===== config.mk =====
export PLATFORM = sky130hd
export DESIGN_NAME = pidail_regs
export DESIGN_NICKNAME = d
export VERILOG_FILES = /design/src/hdl/pidail_pkg.sv /design/src/hdl/pidail_regs.sv
export SDC_FILE = /design/constraint.sdc
export NUM_CORES = 1
export LEC_CHECK = 0
export BUFFER_PORTS_ARGS = -buffer_cell sky130_fd_sc_hd__buf_2
export CORE_ASPECT_RATIO = 1.2
export CORE_MARGIN = 3
export CORE_UTILIZATION = 46
export DETAILED_ROUTE_END_ITERATION = 7
export PLACE_DENSITY = 0.78
export SLEW_MARGIN = 40
export SYNTH_ARGS = -nofsm -noshare
export SYNTH_HDL_FRONTEND = slang
export SYNTH_SLANG_ARGS = --single-unit

===== constraint.sdc =====
create_clock -name i_clk -period 3.2 [get_ports i_clk]
set_input_delay 0.96 -clock i_clk [delete_from_list [all_inputs] [get_ports i_clk]]
set_output_delay 0.96 -clock i_clk [all_outputs]
set_load 0.02 [all_outputs]

===== src/hdl/pidail_pkg.sv =====
// shared types and constants for the pid controller with adaptive integral limit
package pidail_pkg;

    localparam int DATA_W  = 32;
    localparam int LIMIT_W = 31;
    localparam int ADDR_W  = 5;
    localparam int IDX_W   = 3;

    localparam logic signed [DATA_W-1:0] S32_MAX = 32'sh7fff_ffff;
    localparam logic signed [DATA_W-1:0] S32_MIN = 32'sh8000_0000;

    // register index, byte address is 4 times the index
    typedef enum logic [IDX_W-1:0] {
        REG_PROP_GAIN     = 3'd0,
        REG_INTEG_GAIN    = 3'd1,
        REG_DERIV_GAIN    = 3'd2,
        REG_OUTPUT_LIMIT  = 3'd3,
        REG_LIMIT_GAIN    = 3'd4,
        REG_VELOCITY_MODE = 3'd5,
        REG_ENABLE        = 3'd6
    } t_reg_idx;

    typedef struct packed {
        logic signed [DATA_W-1:0] prop_gain;
        logic signed [DATA_W-1:0] integ_gain;
        logic signed [DATA_W-1:0] deriv_gain;
        logic        [LIMIT_W-1:0] output_limit;
        logic signed [DATA_W-1:0] limit_gain;
        logic                      velocity_mode;
        logic                      enable;
    } t_cfg;

endpackage


===== src/hdl/pidail_regs.sv =====
// apb register file holding the controller gains, limits and mode bits
module pidail_regs (
    input  logic                           i_clk,
    input  logic                           i_rst_n,
    input  logic                           psel,
    input  logic                           penable,
    input  logic                           pwrite,
    input  logic [pidail_pkg::ADDR_W-1:0]  paddr,
    input  logic [pidail_pkg::DATA_W-1:0]  pwdata,
    output logic [pidail_pkg::DATA_W-1:0]  prdata,
    output logic                           pready,
    output pidail_pkg::t_cfg               o_cfg
);
    import pidail_pkg::*;

    t_cfg             r_cfg;
    logic             wr_en;
    logic [IDX_W-1:0] idx;

    assign wr_en  = psel && penable && pwrite;
    assign idx    = paddr[ADDR_W-1:2];
    assign pready = 1'b1;
    assign o_cfg  = r_cfg;

    always_ff @(posedge i_clk) begin
        if (!i_rst_n) begin
            // everything clear except enable, which comes up set
            r_cfg <= '{enable: 1'b1, default: '0};
        end else if (wr_en) begin
            case (idx)
                REG_PROP_GAIN:     r_cfg.prop_gain     <= pwdata;
                REG_INTEG_GAIN:    r_cfg.integ_gain    <= pwdata;
                REG_DERIV_GAIN:    r_cfg.deriv_gain    <= pwdata;
                REG_OUTPUT_LIMIT:  r_cfg.output_limit  <= pwdata[LIMIT_W-1:0];
                REG_LIMIT_GAIN:    r_cfg.limit_gain    <= pwdata;
                REG_VELOCITY_MODE: r_cfg.velocity_mode <= pwdata[0];
                REG_ENABLE:        r_cfg.enable        <= pwdata[0];
                default: ;
            endcase
        end
    end

    always_comb begin
        case (idx)
            REG_PROP_GAIN:     prdata = r_cfg.prop_gain;
            REG_INTEG_GAIN:    prdata = r_cfg.integ_gain;
            REG_DERIV_GAIN:    prdata = r_cfg.deriv_gain;
            REG_OUTPUT_LIMIT:  prdata = {1'b0, r_cfg.output_limit};
            REG_LIMIT_GAIN:    prdata = r_cfg.limit_gain;
            REG_VELOCITY_MODE: prdata = {{(DATA_W-1){1'b0}}, r_cfg.velocity_mode};
            REG_ENABLE:        prdata = {{(DATA_W-1){1'b0}}, r_cfg.enable};
            default:           prdata = '0;
        endcase
    end

endmodule


# == Yosys cells after proc, flatten, opt, wreduce, memory -nomap -nowiden ==
# Cells that the tools add are included.
# totals
mem_bits_rw,0
ff_bits,161
out_inout_bits,194
memories,0
rom_bits,0
word_cells,24
latchBits,0
# op_classes
eq_ne,6
div_mod_pow,0
n_addsub,0
bitwise,0
shifts,0
reduce_logical,10
n_mul,0
muxes,1
magnitude_cmp,0
# op_table
cell,n
$pmux W32 S7,1
$reduce_and A2 Y1,7
$eq A3 B3 Y1 const B,3
$eq A3 B2 Y1 const B,2
$eq A3 B1 Y1 const B,1
$logic_not A3 Y1,1
$logic_and A1 B1 Y1,2

# == Logic depth before layout (Yosys ltp) ==
# Gate-level depths: netlist of the first run.
# logic_depth
ltp_word,3
mapped_depth,7

# == Worst setup path before layout of the first run ==
# OpenSTA, ideal clock, no wires.
# synth_timing
path_kind,input port to output port
start,input port paddr[3] in the netlist's numbering
end,output port prdata[11] in the netlist's numbering
cell_stages,7
arrival_ns,2.055
path_slack_ns,0.185
required_time_ns,2.240
path_cell_list,buf_6 -> or2_1 -> buf_6 -> buf_6 -> buf_6 -> o2bb2ai_1 -> a221o_1
# synth_via
elab_chain_len,2
elab_cells_between_ends,8
cone_classes,eq/ne: 6; mux: 1; reduce/logical: 1
# synth_rtl
element,line_no,text
"start, declared",pidail_regs.sv:8,"input logic [pidail_pkg::ADDR_W-1:0] paddr,"
"$eq A3 B3 Y1, or another cell as far along",pidail_regs.sv:44,case (idx)
$pmux W32 S7 *,pidail_regs.sv:44,
"end, declared",pidail_regs.sv:10,"output logic [pidail_pkg::DATA_W-1:0] prdata,"
# Mark *: on every way between the ends. The rest lies on a longest branch, timed or not.

# == Worst setup path after layout of the first run ==
# layout_timing
start,input port paddr[2] in the netlist's numbering
end,output port prdata[16] in the netlist's numbering
# Same word-level chain as after synthesis.

==> results of run 1 <==
timing repair:
item,in CTS,in global routing
pin swaps,1,2
setup endpoints to repair,30,28
gates resized for setup,6,6
buffers inserted,2,2
cloned,1,0
cell type report:
type	count	area, um2	share of cell area [%]
sequential	161	3220	34.8
multi-input combinational	472	3550	38.3
tap	204	255	2.76
clock inverter	15	196	2.12
inverter	2	7.51	0.0811
clock buffer	17	425	4.59
timing repair buffer	265	1610	17.3
cell families (layout without fill, tap and decap cells):
family / count (synthesis) / in the layout
and+or+nand+nor: 208 / 209
AOI/OAI and AO/OA: 68 / 68
buffers and inverters: 59 / 299
muxes: 194 / 194
DFF: 161 / 161
other: 1 / 1
per-layer routing:
| layer | routed length [um] | vias to the layer above | global-route usage [%] |
|---|---|---|---|
| met5 | 0 | - | 0 |
| met4 | 326 | 0 | 8.77 |
| met1 | 8490 | 2926 | 27.2 |
| li1 | - | 2886 | - |
| met2 | 10600 | 200 | 42.8 |
| met3 | 1220 | 29 | 5.67 |
worst max-delay path by stage:
stage / cells after the start / end / slack [ns] / from
2_1_floorplan: 7 / prdata[11] / 0.18 / paddr[3]
3_3_place_gp: 5 / prdata[25] / -0.20 / paddr[2]
4_1_cts: 6 / prdata[25] / -0.004 / paddr[2]
3_5_place_dp: 5 / prdata[25] / -0.18 / paddr[3]
6_report: 7 / prdata[16] / 0.04 / paddr[2]
5_1_grt: 5 / prdata[0] / 0.01 / paddr[2]
metrics by stage:
stage / hold WS [ns] / util (%)
6_report: 0.471 / 61.2
5_1_grt: 0.490 / 61.2
4_1_cts: 0.472 / 60.7
3_5_place_dp: 0.461 / 56.2
3_3_place_gp: 0.453 / 56.0
2_1_floorplan: 0.542 / -
report_power, final:
| group | internal [uW] | leakage, uW | total, uW | switching [uW] |
|---|---|---|---|---|
| Sequential | 2020 | 0.00130 | 2030 | 12.2 |
| Combinational | 110 | 0.00246 | 303 | 193 |
| Clock | 1250 | 0.000295 | 2130 | 876 |
| Total | 3380 | 0.00405 | 4460 | 1080 |
placed cells by master, fill, tap and decap left out, types with 2 or more instances in the layout:
master,count
bufinv_16,3
inv_8,2
o2bb2ai_1,26
a221o_1,29
nor2_8,5
nand2b_4,2
buf_2,227
nor2_4,3
nand2_1,192
inv_1,2
mux2i_1,192
buf_4,22
inv_6,4
o2bb2ai_2,3
buf_6,2
o21a_1,2
buf_12,12
o21ai_0,4
clkinv_4,3
clkbuf_16,17
dfxtp_1,161
clkinvlp_4,3
nand3b_1,3
worst min-delay path: cells and delay by family, from the launching register on:
kind	cells	cell delay, ns
simple gates	1	0.06
mux	1	0.05
flops	1	0.32
==> metrics, run 1 <==
final worst setup slack=a little over 0.04 ns; GR Overflow Total=0; Vias/cell=5.32; CP Capture Type=primary output; Hold Vio Cnt, Final=0; initial antenna violation count=0; post-synthesis mux area share=27.2%; RD Place Congestion=0.773; status=complete, no violations; DR vias=6041; final instance area=between 9000 and 10000 um2; Area Overhead vs Synth=28.6%; placed instance area=8500 um2; asr flop ratio synth=0%; largest incremental delay on the critical path=0.28 ns; DIE WIDTH=120 um; Filler cells=between 1000 and 1500; max FFs per register=161; worst skew pair latency=0.42 ns; PnR Total Power=4460 uW; Post-Synth XOR/XNOR Area=0%; Post-synth top cells=192 x mux2i_1, 192 x nand2_1, 161 x dfxtp_1; critical path fanouts, max=15; fmax=0.317 GHz; dpl hpwl=13700 um; ranking of synthesized cells by area=dfxtp_1 45%, mux2i_1 27%, nand2_1 10%; cell accounting for the most synthesized area=dfxtp_1; Cells after DPL=1099; Hold EP=o_cfg[102]; worst reg2reg setup slack=2.47 ns; Antenna Cells=0; Routed Wire Length=20700 um; H-tree levels=4; Pleak=0.00405 uW; pre-CTS setup slack=-0.175 ns; critical path buffer and inverter count=4; CTS max path bufs=2; critical path type=in -> out; Max rail drop VDD=298 uV; initial core utilization=47.6%; clk_skew=0 ns; hold_sp=o_cfg[102]; post-synth top area share=44.8%; critical-path cell list=buf_2, buf_4, and3b_4, buf_12, o2bb2ai_1, a221o_1, buf_4; Die Ht=143 um; wire per inst=18.2 um; CTS tree=done; clock transition at the registers of the reported paths=about 0.06 ns; Worst R2R End=o_cfg[0]; post-synthesis sequential area ratio=44.8%; top_reg_cell synth=dfxtp_1; DR DRC count=0; Mapped Avg Cell Area=~10 um2; Syn Std Cell Area=7200 um2; largest net degree at the start of global routing=60; Syn Inst Count=691; Antenna Nets Post-Route=0; post-route minimum period=3.16 ns; Core Footprint=about 15000 um2; number of global-route vias before repair=6068; P per Cell Area=482 nW/um2; Post-Synth Simple-Gate Area=12.9%; Worst Setup Start Kind=primary input; CP top delay family=buffers and inverters; DIE AREA=17200 um2; hold crit path type=reg -> reg; layout net count=961; first-pass GRT wire length=~32000 um; Post-synth EDFFs=0; Total GRT Usage=23.7%; R2R cell count=2; synthesized flop and latch total=161; CP required=2.24 ns; TritonCTS Buffers=17; Hold Buf Count CTS=0; non-filler instance count after layout=roughly 1100; crit-path most repeated cell=buf_4; Synth Area in Compound Gates=8.50%; initial DRC count=slightly below 300; Ys Warns=0; Pre-antenna DRT Iters=4; max capacitance violation total=0; clock sink total=161; fin crit share=98.7%; layout cells sized above 1=approximately a third; largest family of logic cells by synthesized area=multiplexers; Root Buffer=clkbuf_16; max-slew violation count=0; Adder-Cell Fraction of Synth Area=0%; Port-buffer cells=about 230; crit path max-delay cell type=a221o_1; syn nets=between 700 and 800; Hold Crit Depth=2; RSZ-0062 raised after global routing=false; Worst EP arrival=2.20 ns; Final setup viols=0; Setup TNS Final=0 ns; row count=49; post-synth cell types=28; RR Startpoint=o_cfg[0]; # IOs=236
Power figures use the tool's default switching activity.
==> run 2, diff against run 1 <==
ABC_AREA = 1   (was default)
PLACE_DENSITY = 0.77   (was 0.78)
==> metrics, run 2 <==
GR Overflow Total=0; P per Cell Area=470 nW/um2; status=complete, no violations; max-slew violation count=0; fin crit share=97.2%; dpl hpwl=19900 um; Core Footprint=16500 um2; max capacitance violation total=0; clock transition at the registers of the reported paths=0.06 ns; syn nets=1303; hold crit path type=reg -> reg; initial DRC count=roughly 860; met3 usage=7.77%; largest incremental delay on the critical path=0.28 ns; Pre-antenna DRT Iters=5; Max rail drop VDD=just under 400 uV; CTS max path bufs=2; placed instance area=roughly 9200 um2; fin util=roughly three fifths; Port-buffer cells=232; cell accounting for the most synthesized area=dfxtp_1; Area Overhead vs Synth=25.2%; postcts setup bufs=0; TritonCTS Buffers=17; initial antenna violation count=1; fmax=0.322 GHz; H-tree levels=4; ranking of synthesized cells by area=dfxtp_1 41%, nor2_1 17%, nand2_1 16%; DIE AREA=~19000 um2; CP top delay family=buffers and inverters; met2 usage=about half; asr flop ratio synth=0%; Worst-Margin Slew=0.576 ns; post-synth cell types=16; DR DRC count=0; post-synth top area share=40.9%; post-synthesis sequential area ratio=40.9%; final instance area=between 9000 and 10000 um2; first-pass GRT wire length=43200 um; synthesized flop and latch total=161; Routed Wire Length=28400 um; final worst setup slack=0.0903 ns; pre-CTS setup slack=0.0757 ns; clock sink total=about 160; Ys Warns=0; Final setup viols=0; clk_skew=0 ns; worst reg2reg setup slack=around 2.6 ns; met1 GRT Util=33.2%; Post-synth EDFFs=0; Hold Vio Cnt, Final=0; layout cells sized above 1=21.3%; Die Ht=149 um; largest net degree at the start of global routing=85; worst skew pair latency=0.42 ns; Root Buffer=clkbuf_16; RSZ-0062 raised after global routing=true; Mapped Avg Cell Area=6.25 um2; critical-path cell list=clkbuf_4, inv_2, buf_12, nand4_1, nand2_1, nor2_1, nand2_1, buf_2; critical path buffer and inverter count=4; CTS tree=done; Antenna Nets Post-Route=0; max FFs per register=161; critical path fanouts, max=63; critical path type=in -> out; row count=51; post-route minimum period=between 3 and 4 ns; Syn Std Cell Area=~7900 um2; DR vias=roughly 8900; DIE WIDTH=approximately 130 um; most frequent cells in the layout=357 x nor2_1, 333 x nand2_1, 230 x buf_2; initial core utilization=47.7%; wire per inst=17.0 um; Post-synth top cells=358 x nor2_1, 333 x nand2_1, 195 x nand3_1; RD Place Congestion=0.919; Worst Setup Start Kind=primary input; Total GRT Usage=29.3%; Worst EP arrival=2.15 ns; most common cell after layout, fill and taps aside=nor2_1; final hold slack=0.495 ns; crit-path most repeated cell=nand2_1; number of global-route vias before repair=between 7000 and 8000; # IOs=~240; layer with the highest usage=met2; CP Capture Type=primary output; Slew HR=61.6%; top_reg_cell synth=dfxtp_1; CP required=2.24 ns; Syn Inst Count=~1300; crit path max-delay cell type=buf_12; most frequent cell after synthesis=nor2_1; layout net count=1489; Pleak=0.00510 uW; Vias/cell=5.32
[run 2: cell count changes in the layout (fill, tap and decap cells not counted), moves of 26 or more]
cell / change
nor2_1: +357
o2bb2ai_1: -26
a221o_1: -29
inv_1: +35
nand4_1: +60
nand2_1: +141
mux2i_1: -192
nand3_1: +194
[run 2: metal layers]
layer	wire length, um	up-vias	part of all wire [%]
met3	2700	81	9.5
met4	1570	2	5.5
met1	10300	3981	36
met2	13900	457	49
met5	11	-	0.039
li1	-	4370	-
[run 2: worst min-delay path, cell delays in order, from the launching register on]
cell and delay [ns]:
dfxtp_1 0.31, nor2_1 0.09, nor2_1 0.05
[run 2: stage by stage]
stage / std cells / TNS, ns / power [uW]
floorplan: 1261 / 0 / 2380
global placement: 1640 / 0 / 2540
detailed placement: 1640 / 0 / 2550
CTS: 1670 / 0 / 4630
global route: 1670 / -0.0137 / 4780
finish: 1671 / 0 / 4630
[run 2: logic make-up after synthesis]
family                 after synthesis  synth area share (%)
other                                1                0.0476
AO/OA/AOI/OAI                        1                0.0635
flip-flops                         161                  40.9
buffers and inverters              141                  7.85
AND/OR/NAND/NOR                    957                  51.1
[run 2: cell type report]
type,count,area (um2)
fillers,1621,6660
multi-input cells,959,4050
flip-flops and latches,161,3220
repair buffers,267,1560
clock buffers,25,505
well taps,212,265
inverters,41,155
clock inverters,5,100
diodes,1,2.50
[run 2: where the power goes]
| group | internal (uW) | switching (uW) |
|---|---|---|
| Combinational | 131 | 330 |
| Clock | 1320 | 800 |
| Sequential | 2030 | 21.1 |
| Total | 3480 | 1150 |
[run 2: worst paths after layout]
path         startpoint    endpoint  cells after the start
max            paddr[4]  prdata[19]                      8
min          o_cfg[118]  o_cfg[118]                      2
max reg2reg  o_cfg[101]  o_cfg[101]                      2
min reg2reg  o_cfg[118]  o_cfg[118]                      2
[run 2: what timing repair did]
item / CTS / global route
hold buffers: 0 / 0
gates resized for setup: 0 / 3
setup endpoints to repair: 0 / 4
